**src/hw/rtl/polygon_point_coverage_test_core_defines.svh**
```systemverilog
// ----------------------------------------------------------------------------
// Polygon point coverage test: assertion macros
// Shared concurrent assertion forms used by the coverage test RTL.
// ----------------------------------------------------------------------------
`ifndef POLYGON_POINT_COVERAGE_TEST_CORE_DEFINES_SVH
`define POLYGON_POINT_COVERAGE_TEST_CORE_DEFINES_SVH

// Same-cycle implication, checked out of reset
`define PPCT_ASSERT_IMP(lbl, clk, rstn, ante, cons, msg) \
    lbl: assert property (@(posedge clk) disable iff (!rstn) (ante) |-> (cons)) \
        else $error(msg);

// Next-cycle implication, checked out of reset
`define PPCT_ASSERT_NXT(lbl, clk, rstn, ante, cons, msg) \
    lbl: assert property (@(posedge clk) disable iff (!rstn) (ante) |=> (cons)) \
        else $error(msg);

`endif

```
**src/hw/rtl/ppct_pkg.sv**
```systemverilog
// ----------------------------------------------------------------------------
// Polygon point coverage test: shared package
// Sizes, field types, action and register codes, and the edge request bundle.
// ----------------------------------------------------------------------------
`default_nettype none

package ppct_pkg;

    // Polygon capacity and coordinate width
    localparam int MAX_VERTICES = 16;
    localparam int COORD_BITS   = 16;
    localparam int VIDX_W       = $clog2(MAX_VERTICES);
    localparam int VCNT_W       = $clog2(MAX_VERTICES + 1);

    // Edge arithmetic widths
    localparam int DIFF_W = COORD_BITS + 1;
    localparam int PROD_W = 2 * DIFF_W;

    // Other field widths
    localparam int COLOR_W  = 32;
    localparam int FRAME_W  = 13;
    localparam int ACTION_W = 2;
    localparam int CFG_IDX_W = 1;

    // Stream payload widths, padded to whole bytes
    localparam int IN_BITS     = 2 * COORD_BITS + COLOR_W;
    localparam int IN_TDATA_W  = ((IN_BITS + 7) / 8) * 8;
    localparam int OUT_BITS    = 2 * COORD_BITS + 3 + COLOR_W;
    localparam int OUT_TDATA_W = ((OUT_BITS + 7) / 8) * 8;

    // Action codes
    localparam logic [ACTION_W-1:0] ACT_BEGIN  = 2'd0;
    localparam logic [ACTION_W-1:0] ACT_APPEND = 2'd1;
    localparam logic [ACTION_W-1:0] ACT_TEST   = 2'd2;

    // Configuration register indexes and reset values
    localparam logic [CFG_IDX_W-1:0] CFG_FRAME_WIDTH  = 1'd0;
    localparam logic [CFG_IDX_W-1:0] CFG_FRAME_HEIGHT = 1'd1;
    localparam logic [FRAME_W-1:0]   FRAME_WIDTH_RST  = 13'd640;
    localparam logic [FRAME_W-1:0]   FRAME_HEIGHT_RST = 13'd480;

    typedef logic signed [COORD_BITS-1:0] t_coord;
    typedef logic signed [DIFF_W-1:0]     t_diff;
    typedef logic signed [PROD_W-1:0]     t_prod;

    typedef struct packed {
        t_coord y;
        t_coord x;
    } t_vertex;

    // One edge handed to the crossing unit: vertex i and previous vertex j
    typedef struct packed {
        logic    vld;
        t_vertex vi;
        t_vertex vj;
    } t_edge_req;

endpackage

`default_nettype wire

```
**src/hw/rtl/ppct_vtx_ram.sv**
```systemverilog
// ----------------------------------------------------------------------------
// Polygon point coverage test: vertex store
// One write port and one registered read port over the polygon vertices.
// ----------------------------------------------------------------------------
`default_nettype none

module ppct_vtx_ram
    import ppct_pkg::*;
(
    input  wire                i_clk,
    input  wire                i_we,
    input  wire [VIDX_W-1:0]   i_waddr,
    input  t_vertex            i_wdata,
    input  wire [VIDX_W-1:0]   i_raddr,
    output t_vertex            o_rdata
);

    t_vertex r_mem [MAX_VERTICES];
    t_vertex r_rdata;

    // Write port
    always_ff @(posedge i_clk) begin
        if (i_we) begin
            r_mem[i_waddr] <= i_wdata;
        end
    end

    // Registered read port
    always_ff @(posedge i_clk) begin
        r_rdata <= r_mem[i_raddr];
    end

    assign o_rdata = r_rdata;

endmodule

`default_nettype wire

```
**src/hw/rtl/ppct_edge_unit.sv**
```systemverilog
// ----------------------------------------------------------------------------
// Polygon point coverage test: edge crossing unit
// Two-register pipeline taking one edge per cycle; the toggle for an edge is
// valid once the edge has passed stage A and stage B, and says whether the edge
// crosses the test row strictly left of the test column, exact by
// cross-multiplication.
// ----------------------------------------------------------------------------
`default_nettype none

module ppct_edge_unit
    import ppct_pkg::*;
(
    input  wire        i_clk,
    input  wire        i_rst_n,
    input  t_edge_req  i_req,
    input  t_coord     i_tx,
    input  t_coord     i_ty,
    output logic       o_toggle
);

    // Stage A: straddle check and coordinate differences
    logic  w_straddle;
    logic  w_left;
    logic  r_a_vld;
    logic  r_a_hit;
    t_diff r_a_dyt;
    t_diff r_a_dx;
    t_diff r_a_dxt;
    t_diff r_a_dy;

    // Stage B: products
    logic  r_b_vld;
    logic  r_b_hit;
    logic  r_b_dpos;
    t_prod r_b_lhs;
    t_prod r_b_rhs;

    assign w_straddle = ((i_req.vi.y < i_ty) && (i_req.vj.y >= i_ty)) ||
                        ((i_req.vj.y < i_ty) && (i_req.vi.y >= i_ty));
    assign w_left     = (i_req.vi.x <= i_tx) || (i_req.vj.x <= i_tx);

    always_ff @(posedge i_clk) begin
        if (!i_rst_n) begin
            r_a_vld <= 1'b0;
            r_b_vld <= 1'b0;
        end else begin
            r_a_vld <= i_req.vld;
            r_b_vld <= r_a_vld;
        end
    end

    // Payload of both stages
    always_ff @(posedge i_clk) begin
        r_a_hit  <= w_straddle && w_left;
        r_a_dyt  <= $signed({i_ty[COORD_BITS-1], i_ty}) -
                    $signed({i_req.vi.y[COORD_BITS-1], i_req.vi.y});
        r_a_dx   <= $signed({i_req.vj.x[COORD_BITS-1], i_req.vj.x}) -
                    $signed({i_req.vi.x[COORD_BITS-1], i_req.vi.x});
        r_a_dxt  <= $signed({i_tx[COORD_BITS-1], i_tx}) -
                    $signed({i_req.vi.x[COORD_BITS-1], i_req.vi.x});
        r_a_dy   <= $signed({i_req.vj.y[COORD_BITS-1], i_req.vj.y}) -
                    $signed({i_req.vi.y[COORD_BITS-1], i_req.vi.y});

        r_b_hit  <= r_a_hit;
        r_b_dpos <= !r_a_dy[DIFF_W-1] && (r_a_dy != '0);
        r_b_lhs  <= r_a_dyt * r_a_dx;
        r_b_rhs  <= r_a_dxt * r_a_dy;
    end

    // Compare with the sign of the edge's dy folded in
    assign o_toggle = r_b_vld && r_b_hit &&
                      (r_b_dpos ? (r_b_lhs < r_b_rhs) : (r_b_lhs > r_b_rhs));

endmodule

`default_nettype wire

```
**src/hw/rtl/polygon_point_coverage_test_core.sv**
```systemverilog
// Test beat: the edge walk reads the vertex store one entry per cycle, the last vertex
// first and then each vertex in order (skipped when empty); then the crossing unit drains
// and a finish state loads the result register. The finish state stretches while the
// result register holds an unaccepted beat. The next beat can be taken in the cycle after
// the result loads. Begin and append beats leave the core idle; reset clears the sequencer
// and polygon state, frame is 640x480.
// ----------------------------------------------------------------------------
// Polygon point coverage test core
// Even-odd point-in-polygon test with bounding box and frame clip; vertices
// are walked one edge per cycle through a shared crossing unit.
// ----------------------------------------------------------------------------
`default_nettype none

`include "polygon_point_coverage_test_core_defines.svh"

module polygon_point_coverage_test_core
    import ppct_pkg::*;
(
    input  wire                    i_clk,
    input  wire                    i_rst_n,
    // Input stream
    input  wire                    i_s_axis_tvalid,
    output logic                   o_s_axis_tready,
    input  wire [IN_TDATA_W-1:0]   i_s_axis_tdata,   // coord_x, coord_y, color_in
    input  wire [ACTION_W-1:0]     i_s_axis_tuser,   // action
    // Output stream
    output logic                   o_m_axis_tvalid,
    input  wire                    i_m_axis_tready,
    output logic [OUT_TDATA_W-1:0] o_m_axis_tdata,   // pixel_x, pixel_y, covered,
                                                     // in_frame, write_enable,
                                                     // pixel_color, zero pad
    // Configuration
    input  wire                    i_cfg_we,
    input  wire [CFG_IDX_W-1:0]    i_cfg_idx,
    input  wire [FRAME_W-1:0]      i_cfg_wdata
);

    localparam logic [1:0] ST_IDLE   = 2'd0;
    localparam logic [1:0] ST_WALK   = 2'd1;
    localparam logic [1:0] ST_DRAIN  = 2'd2;
    localparam logic [1:0] ST_FINISH = 2'd3;
    localparam logic [1:0] DRAIN_LAST = 2'd2;

    logic [1:0]          r_state;
    logic [VCNT_W-1:0]   r_vcount;
    logic [VCNT_W-1:0]   r_rd_cnt;
    logic [1:0]          r_drain_cnt;
    logic                r_rd_vld;
    logic                r_rd_first;
    logic                r_parity;
    t_coord              r_box_min_x;
    t_coord              r_box_max_x;
    t_coord              r_box_min_y;
    t_coord              r_box_max_y;
    logic [COLOR_W-1:0]  r_fill_color;
    logic [FRAME_W-1:0]  r_frame_w;
    logic [FRAME_W-1:0]  r_frame_h;
    t_coord              r_tx;
    t_coord              r_ty;
    t_vertex             r_prev;

    logic                r_out_vld;
    t_coord              r_out_x;
    t_coord              r_out_y;
    logic                r_out_cov;
    logic                r_out_inf;
    logic [COLOR_W-1:0]  r_out_color;

    logic                w_in_acc;
    logic                w_out_load;
    logic [ACTION_W-1:0] w_action;
    t_vertex             w_in_vtx;
    logic [COLOR_W-1:0]  w_in_color;
    logic                w_vtx_we;
    logic [VCNT_W-1:0]   w_last;
    logic [VCNT_W-1:0]   w_cnt_m1;
    logic [VIDX_W-1:0]   n_rd_addr;
    t_vertex             w_rd_vtx;
    t_edge_req           w_edge;
    logic                w_toggle;
    logic                w_in_box;
    logic                w_in_frame;

    // Input beat fields
    assign w_action    = i_s_axis_tuser;
    assign w_in_vtx.x  = i_s_axis_tdata[COORD_BITS-1:0];
    assign w_in_vtx.y  = i_s_axis_tdata[2*COORD_BITS-1:COORD_BITS];
    assign w_in_color  = i_s_axis_tdata[2*COORD_BITS+COLOR_W-1:2*COORD_BITS];

    assign o_s_axis_tready = (r_state == ST_IDLE);
    assign w_in_acc        = i_s_axis_tvalid && o_s_axis_tready;
    assign w_out_load      = (r_state == ST_FINISH) && (!r_out_vld || i_m_axis_tready);

    // Vertex store write on an append within capacity
    assign w_vtx_we = w_in_acc && (w_action == ACT_APPEND) &&
                      (r_vcount < VCNT_W'(MAX_VERTICES));

    // Walk order: last vertex first, then 0 .. n-1
    assign w_last    = r_vcount - VCNT_W'(1);
    assign w_cnt_m1  = r_rd_cnt - VCNT_W'(1);
    assign n_rd_addr = (r_rd_cnt == '0) ? w_last[VIDX_W-1:0] : w_cnt_m1[VIDX_W-1:0];

    ppct_vtx_ram u_vtx_ram (
        .i_clk   (i_clk),
        .i_we    (w_vtx_we),
        .i_waddr (r_vcount[VIDX_W-1:0]),
        .i_wdata (w_in_vtx),
        .i_raddr (n_rd_addr),
        .o_rdata (w_rd_vtx)
    );

    // Edge request: fresh vertex i with the one read before it
    assign w_edge.vld = r_rd_vld && !r_rd_first;
    assign w_edge.vi  = w_rd_vtx;
    assign w_edge.vj  = r_prev;

    ppct_edge_unit u_edge_unit (
        .i_clk    (i_clk),
        .i_rst_n  (i_rst_n),
        .i_req    (w_edge),
        .i_tx     (r_tx),
        .i_ty     (r_ty),
        .o_toggle (w_toggle)
    );

    // Sequencer and polygon state
    always_ff @(posedge i_clk) begin
        if (!i_rst_n) begin
            r_state      <= ST_IDLE;
            r_vcount     <= '0;
            r_rd_cnt     <= '0;
            r_drain_cnt  <= '0;
            r_rd_vld     <= 1'b0;
            r_rd_first   <= 1'b0;
            r_parity     <= 1'b0;
            r_box_min_x  <= '0;
            r_box_max_x  <= '0;
            r_box_min_y  <= '0;
            r_box_max_y  <= '0;
            r_fill_color <= '0;
        end else begin
            r_rd_vld   <= (r_state == ST_WALK);
            r_rd_first <= (r_state == ST_WALK) && (r_rd_cnt == '0);
            if (w_toggle) begin
                r_parity <= ~r_parity;
            end
            unique case (r_state)
                ST_IDLE: begin
                    if (w_in_acc) begin
                        if (w_action == ACT_BEGIN) begin
                            r_vcount     <= '0;
                            r_box_min_x  <= '0;
                            r_box_max_x  <= '0;
                            r_box_min_y  <= '0;
                            r_box_max_y  <= '0;
                            r_fill_color <= w_in_color;
                        end else if (w_vtx_we) begin
                            r_vcount <= r_vcount + VCNT_W'(1);
                            if (r_vcount == '0) begin
                                r_box_min_x <= w_in_vtx.x;
                                r_box_max_x <= w_in_vtx.x;
                                r_box_min_y <= w_in_vtx.y;
                                r_box_max_y <= w_in_vtx.y;
                            end else begin
                                if (w_in_vtx.x < r_box_min_x) r_box_min_x <= w_in_vtx.x;
                                if (w_in_vtx.x > r_box_max_x) r_box_max_x <= w_in_vtx.x;
                                if (w_in_vtx.y < r_box_min_y) r_box_min_y <= w_in_vtx.y;
                                if (w_in_vtx.y > r_box_max_y) r_box_max_y <= w_in_vtx.y;
                            end
                        end else if (w_action == ACT_TEST) begin
                            r_parity    <= 1'b0;
                            r_rd_cnt    <= '0;
                            r_drain_cnt <= '0;
                            r_state     <= (r_vcount == '0) ? ST_DRAIN : ST_WALK;
                        end
                    end
                end
                ST_WALK: begin
                    r_rd_cnt <= r_rd_cnt + VCNT_W'(1);
                    if (r_rd_cnt == r_vcount) begin
                        r_state <= ST_DRAIN;
                    end
                end
                ST_DRAIN: begin
                    r_drain_cnt <= r_drain_cnt + 2'd1;
                    if (r_drain_cnt == DRAIN_LAST) begin
                        r_state <= ST_FINISH;
                    end
                end
                ST_FINISH: begin
                    if (w_out_load) begin
                        r_state <= ST_IDLE;
                    end
                end
                default: begin
                    r_state <= ST_IDLE;
                end
            endcase
        end
    end

    // Test point capture and previous vertex
    always_ff @(posedge i_clk) begin
        if (w_in_acc && (w_action == ACT_TEST)) begin
            r_tx <= w_in_vtx.x;
            r_ty <= w_in_vtx.y;
        end
        if (r_rd_vld) begin
            r_prev <= w_rd_vtx;
        end
    end

    // Frame size registers
    always_ff @(posedge i_clk) begin
        if (!i_rst_n) begin
            r_frame_w <= FRAME_WIDTH_RST;
            r_frame_h <= FRAME_HEIGHT_RST;
        end else if (i_cfg_we) begin
            unique case (i_cfg_idx)
                CFG_FRAME_WIDTH:  r_frame_w <= i_cfg_wdata;
                CFG_FRAME_HEIGHT: r_frame_h <= i_cfg_wdata;
                default:          r_frame_w <= r_frame_w;
            endcase
        end
    end

    // Half-open box and frame clip
    assign w_in_box   = (r_tx >= r_box_min_x) && (r_tx < r_box_max_x) &&
                        (r_ty >= r_box_min_y) && (r_ty < r_box_max_y);
    assign w_in_frame = !r_tx[COORD_BITS-1] && !r_ty[COORD_BITS-1] &&
                        ($unsigned(r_tx) < r_frame_w) && ($unsigned(r_ty) < r_frame_h);

    // Output register
    always_ff @(posedge i_clk) begin
        if (!i_rst_n) begin
            r_out_vld <= 1'b0;
        end else if (w_out_load) begin
            r_out_vld <= 1'b1;
        end else if (i_m_axis_tready) begin
            r_out_vld <= 1'b0;
        end
    end

    always_ff @(posedge i_clk) begin
        if (w_out_load) begin
            r_out_x     <= r_tx;
            r_out_y     <= r_ty;
            r_out_cov   <= r_parity && w_in_box;
            r_out_inf   <= w_in_frame;
            r_out_color <= r_fill_color;
        end
    end

    assign o_m_axis_tvalid = r_out_vld;
    assign o_m_axis_tdata  = OUT_TDATA_W'({r_out_color, r_out_cov && r_out_inf,
                                           r_out_inf, r_out_cov, r_out_y, r_out_x});

    // Checks
    `PPCT_ASSERT_IMP(a_vcount_cap, i_clk, i_rst_n, 1'b1,
        r_vcount <= VCNT_W'(MAX_VERTICES), "vertex count above capacity")
    `PPCT_ASSERT_IMP(a_walk_range, i_clk, i_rst_n, r_state == ST_WALK,
        r_rd_cnt <= r_vcount, "edge walk ran past the vertex count")
    `PPCT_ASSERT_NXT(a_test_starts, i_clk, i_rst_n,
        w_in_acc && (w_action == ACT_TEST),
        (r_state == ST_WALK) || (r_state == ST_DRAIN), "test beat did not start a walk")
    `PPCT_ASSERT_IMP(a_no_toggle_idle, i_clk, i_rst_n, r_state == ST_IDLE,
        !w_toggle, "crossing reported outside a walk")

endmodule

`default_nettype wire

```
**config.mk**
```make
export PLATFORM = sky130hd
export DESIGN_NAME = polygon_point_coverage_test_core
export DESIGN_NICKNAME = d
export VERILOG_FILES = /design/src/hw/rtl/ppct_pkg.sv /design/src/hw/rtl/ppct_vtx_ram.sv /design/src/hw/rtl/ppct_edge_unit.sv /design/src/hw/rtl/polygon_point_coverage_test_core.sv
export VERILOG_INCLUDE_DIRS = /design/src /design/src/hw/rtl
export SDC_FILE = /design/constraint.sdc
export NUM_CORES = 2
export LEC_CHECK = 0
export ABC_AREA = 1
export BUFFER_PORTS_ARGS = -buffer_cell sky130_fd_sc_hd__clkbuf_2
export CELL_PAD_IN_SITES_DETAIL_PLACEMENT = 0
export CELL_PAD_IN_SITES_GLOBAL_PLACEMENT = 1
export CORE_AREA = 2 2 415 314
export DETAILED_ROUTE_END_ITERATION = 6
export DIE_AREA = 0 0 417 316
export GPL_TIMING_DRIVEN = 0
export PLACE_DENSITY = 0.81
export REMOVE_ABC_BUFFERS = 1
export SLEW_MARGIN = 0
export SYNTH_ARGS = -nofsm -noshare
export SYNTH_HDL_FRONTEND = slang
export SYNTH_SLANG_ARGS = --single-unit
```
**constraint.sdc**
```tcl
create_clock -name i_clk -period 6.45 [get_ports i_clk]
set_clock_uncertainty 0.1 [all_clocks]
set_input_delay 0.645 -clock i_clk [delete_from_list [all_inputs] [get_ports i_clk]]
set_output_delay 0.645 -clock i_clk [all_outputs]
set_load 0.05 [all_outputs]
```
Word level (Yosys, flattened, before mapping)
Memories as Yosys holds them, arrays and structs flattened. A register that Yosys moved wholly into a read port is not among the register bits.
Index checks and enable logic that the tools add are counted.
Word-level totals
  register bits after elaboration: 411
  memory bits (writable): 512
  input port bits: 85
  output and inout bits: 74
  logic and storage cells: 184
  memories: 1
Cells by class
  $add $sub $neg: 9
  $mul: 2
  order comparisons: 19
  eq/ne operators: 14
  muxes and demuxes: 49
  bitwise gates (word level): 2
  reductions and logical operators: 53
Memories
  u_vtx_ram.r_mem: depth 16, bits a word 32, rd ports 1, clocked after memory_dff 1, wr ports 1, RTL line ppct_vtx_ram.sv:18  | t_vertex r_mem [MAX_VERTICES];
Operators with widths (number)
  $mux W16: 16
  $lt A16 B16 Y1: 6
  $mul A17 B17 Y34: 2
  $sub A16 B16 Y17: 4
  $ge A16 B16 Y1: 4
  $gt A34 B34 Y1: 1
  $lt A34 B34 Y1: 1
  $gt A16 B16 Y1: 2
  $le A16 B16 Y1: 2
  $lt A16 B13 Y1: 2
  $mux W5: 6
  $mux W2: 12
  $logic_and A1 B1 Y1: 21
  $reduce_bool A17 Y1: 1
  $reduce_and A4 Y1: 4
  $reduce_bool A3 Y1: 4
  $mux W1: 11
  $add A5 B1 Y5 const B: 2
  $logic_not A5 Y1: 2
  $pmux W5 S2: 1
  $reduce_and A5 Y1: 2
  $eq A2 B2 Y1 const B: 4
  $ne A2 B2 Y1 const B: 4
  $pmux W2 S4: 1
  other kinds (16): 33

Depth between registers and ports, before layout
  depth in word-level cells: 9
  gate-level depth with buffers: 27
  gate-level depth less buffers: 25

Cells and area by module
Synthesis repeated with hierarchy kept, for this count alone.
Second synthesis, totals
  cell total of the unflattened synthesis: 7498
  area total of the unflattened synthesis: 66917.9 µm²
Modules (own cells, without submodules)
  ppct_edge_unit: times used 1, cells an instance 3874, area each 30699.4 µm², seq. area each 2822.7 µm²
  ppct_vtx_ram: times used 1, cells an instance 2120, area each 22744.3 µm², seq. area each 16015.4 µm²
  polygon_point_coverage_test_core: times used 1, cells an instance 1504, area each 13474.2 µm², seq. area each 6706.4 µm²

Worst setup path before layout
No wires, ideal clock.
  path type: register to register
  start: reg u_edge_unit.r_a_dxt[16]
  end: reg u_edge_unit.r_b_rhs[30]
  setup time: 0.123 ns
  arrival: 5.629 ns
  data required time: 6.227 ns
  setup slack: 0.598 ns
  cell stages (with the launch flop): 23
  path buffers: 3
  clock period less this slack: 5.852 ns
  cell sequence: dfxtp_1 -> clkbuf_1 -> clkbuf_1 -> nand2_1 -> inv_1 -> fa_1 -> fa_1 -> fa_1 -> fa_1 -> fa_1 -> inv_1 -> fa_1 -> inv_1 -> ha_1 -> clkbuf_1 -> nand2_1 -> nor3_1 -> nand3_1 -> nand3_1 -> nand2_1 -> nand3_1 -> a21oi_1 -> xor2_1
On the way
  word-level cells in the longest chain between the ends: 1
Ends and longest elaborated chain
  from (decl): RTL line ppct_edge_unit.sv:28  | t_diff r_a_dxt;
  from (signal assigned): RTL line ppct_edge_unit.sv:59  | r_a_dxt <= $signed({i_tx[COORD_BITS-1], i_tx}) -
  $mul A17 B17 Y34: RTL line ppct_edge_unit.sv:67  | r_b_rhs <= r_a_dxt * r_a_dy;
  to (signal assigned): RTL line ppct_edge_unit.sv:67
  to (decl): RTL line ppct_edge_unit.sv:36  | t_prod r_b_rhs;
No other way between the ends.
A chain may end at the register's enable or synchronous reset.

Worst setup path after layout
  start: reg u_edge_unit.r_a_dyt[6]
  end: reg u_edge_unit.r_b_lhs[26]
On the way
  word-level cells in the longest chain between the ends: 1
Ends and longest elaborated chain
  from (decl): RTL line ppct_edge_unit.sv:26  | t_diff r_a_dyt;
  from (signal assigned): RTL line ppct_edge_unit.sv:55  | r_a_dyt <= $signed({i_ty[COORD_BITS-1], i_ty}) -
  $mul A17 B17 Y34: RTL line ppct_edge_unit.sv:66  | r_b_lhs <= r_a_dyt * r_a_dx;
  to (signal assigned): RTL line ppct_edge_unit.sv:66
  to (decl): RTL line ppct_edge_unit.sv:35  | t_prod r_b_lhs;
No other way between the ends.

==> metrics.txt <==
largest cells by area after synthesis=edfxtp_1 30%, fa_1 19%, dfxtp_1 9.8%; Clock Latency Late Sink=0.71 ns; dpl cell area=66,420 um^2; post-synth top area share=30.29%; remaining antenna violation count=0; R2R Path End=u_edge_unit.r_b_lhs[26]$_DFF_P_; row cnt=114; GRT Residual Overflow=0; f_max=0.1595 GHz; DRT Pass-1 Iters=7; min-delay src=i_s_axis_tdata[56]; failing checks=DRC; largest net degree at the start of global routing=155; Yosys cell types=53; ys async rst share=0%; Port Buffers=153; Vias per Instance=5.390; Mean Syn Cell Area=9.612 um^2; crit start category=register; CTS Root Cell=clkbuf_16; DR vias=45,210; Setup violations, final=0; Critical Path AT=6.71 ns; worst slew pin tran=1.370 ns; most common cell in the synthesized netlist=inv_1; Filler Cell Count=11,329; FF-to-FF Start=u_edge_unit.r_a_dyt[6]$_DFF_P_; clock tree buffer depth=3; Endpoint, Worst Hold=r_fill_color[24]$_SDFFE_PN0P_; CTS Hold Buffers Added=0; synthesized cell area=63,650 um^2; Worst setup EP type=register; synthesized flop and latch total=955; hold depth=3; post-DP HPWL=119,700 um; CORE AREA=127,900 um^2; Layout Utilization=54.38%; top_reg_cell synth=edfxtp_1; relative slew slack=8.507%; sequential area share after synthesis=40.13%; Tightest Hold Check Type=in2reg; Global Route Usage Sum=25.90%; Post-Layout Inst Area=69,570 um^2; Worst-path clk slew=0.07 ns; Die X=417 um; Period minus WS final=6.268 ns; GP Congestion=0.8864; vias in the first global route=45,551; DIE AREA=131,800 um^2; synth warn=0; status=finished, violations left; Die Height=316 um; Iteration-0 DRC Markers=4,034; Yosys top cell by area=edfxtp_1; final hold violation count=0; R2R cell count=23; critical path fanouts, max=17; Area growth, synth to finish=9.301%; io pins=159; Critical Path RT=6.89 ns; hold_ws=0.05644 ns; post-DR wirelength/cell=20.07 um; CTS H-tree lvls=3; global-route wire length before repair=263,200 um; CTS buffer count=93; Post-synth top cells=1,286 x inv_1, 1,029 x nand2_1, 642 x edfxtp_1; layout cell share with drive strength beyond 1=6.563%; CTS tree=built; EDFF count, synth=642; Routed WL=168,400 um; Post-Synthesis Cells=6,622; DRC violations left=2; max-cap viol count=0; Pins Over Slew Limit=0; reg-to-reg slack, setup=0.18 ns; Tcrit/Tclk final=97.18%; worst setup path category=reg2reg; nets=7,772; initial antenna violation count=6; Initial Util=49.75%; Clock Sinks=955
==> cells in the final DEF, fill, tap and decap left out, drive strengths merged, types with 29 or more instances in the layout <==
master and n:
a21oi 279, buf 40, clkbuf 267, clkinv 43, dfxtp 313, edfxtp 642
fa 596, ha 462, inv 1296, nand2 1030, nand3 116, nand4 37
nor2 610, nor3 30, o211ai 29, o21ai 504, o221ai 60, o22ai 72
xnor2 46, xor2 90
==> logic make-up (layout without fill, tap and decap cells) <==
kind of cell,Yosys count,after routing,synth area share (%)
and+or+nand+nor,1857,1857,11.58
xor gates and xnor gates,136,136,1.895
other,1,7,0.005891
DFF,955,955,40.13
AOI/OAI and AO/OA,1036,1036,9.146
buffers and inverters,1579,1657,9.415
adders and majority gates,1058,1058,27.83
==> routing by layer <==
layer | track usage [%] | part of all wire [%]
met2 | 41.54 | 46
met5 | 0 | 0.021
met3 | 4.286 | 7.1
met4 | 7.732 | 3.1
met1 | 36.38 | 44
==> cell type report <==
cell class / count / area (um^2) / area share, %
sequential: 955 / 25650 / 36.87
inverter: 1294 / 4867 / 6.996
clock buffer: 114 / 2480 / 3.564
multi-input combinational: 4092 / 32330 / 46.47
tap: 1682 / 2105 / 3.025
clock inverter: 56 / 531.8 / 0.7643
timing repair buffer: 193 / 1604 / 2.306
antenna: 2 / 5.005 / 0.007193
==> metrics by stage <==
stage	worst slack (ns)	setup TNS, ns	instances
after global routing	-0.001179	-0.001179	8386
after detailed placement	-0.5696	-3.494	8213
after floorplan	-4.120	-130.97	6341
after CTS	0.03500	0	8383
final	0.1817	0	8388
after global placement	-14.54	-644.64	8176
==> sequential cells by signal, indices dropped and copies added (netlist names), 32 cells and up <==
signal / count
u_vtx_ram.r_mem: 512
u_edge_unit.r_b_lhs: 34
u_edge_unit.r_b_rhs: 34
r_fill_color: 32
r_out_color: 32
r_prev: 32
u_vtx_ram.o_rdata: 32
==> how the worst max path moves through the flow <==
stage                              startpoint                         endpoint  slack [ns]  cells after the start
2_1_floorplan        r_rd_cnt[0]$_SDFFE_PN0P_     u_vtx_ram.o_rdata[0]$_DFF_P_       -4.12                     11
3_3_place_gp         r_rd_cnt[0]$_SDFFE_PN0P_    u_vtx_ram.o_rdata[10]$_DFF_P_      -14.54                     11
3_5_place_dp    u_edge_unit.r_a_dy[5]$_DFF_P_  u_edge_unit.r_b_rhs[30]$_DFF_P_       -0.57                     19
4_1_cts        u_edge_unit.r_a_dx[12]$_DFF_P_  u_edge_unit.r_b_lhs[26]$_DFF_P_        0.03                     23
5_1_grt        u_edge_unit.r_a_dyt[6]$_DFF_P_  u_edge_unit.r_b_lhs[26]$_DFF_P_      -0.001                     23
6_report       u_edge_unit.r_a_dyt[6]$_DFF_P_  u_edge_unit.r_b_lhs[26]$_DFF_P_        0.18                     23
==> repair_timing <==
item	4_1_cts	5_1_grt
buffers inserted	0	3
gates resized for setup	32	41
endpoints found under the setup margin	17	20
pin swaps	0	1
cloned	0	0
==> critical path, stage by stage, from the launching register on <==
cell and delay [ns]:
dfxtp_2 0.65, nand2_1 0.15, fa_1 0.52, inv_1 0.05, fa_1 0.49, inv_1 0.05, fa_1 0.53, inv_1 0.05
fa_1 0.45, fa_1 0.49, inv_1 0.05, fa_1 0.48, inv_1 0.05, ha_1 0.34, nand2_1 0.14, inv_1 0.05
a21oi_1 0.16, nand2_1 0.07, a21oi_1 0.44, o21ai_0 0.23, a21oi_1 0.38, o21ai_0 0.13, nand2_1 0.07, nand2_1 0.06
Power is left out: the tool's default activity adds up to more than one toggle a clock period on the data nets, which glitch-free logic cannot reach.
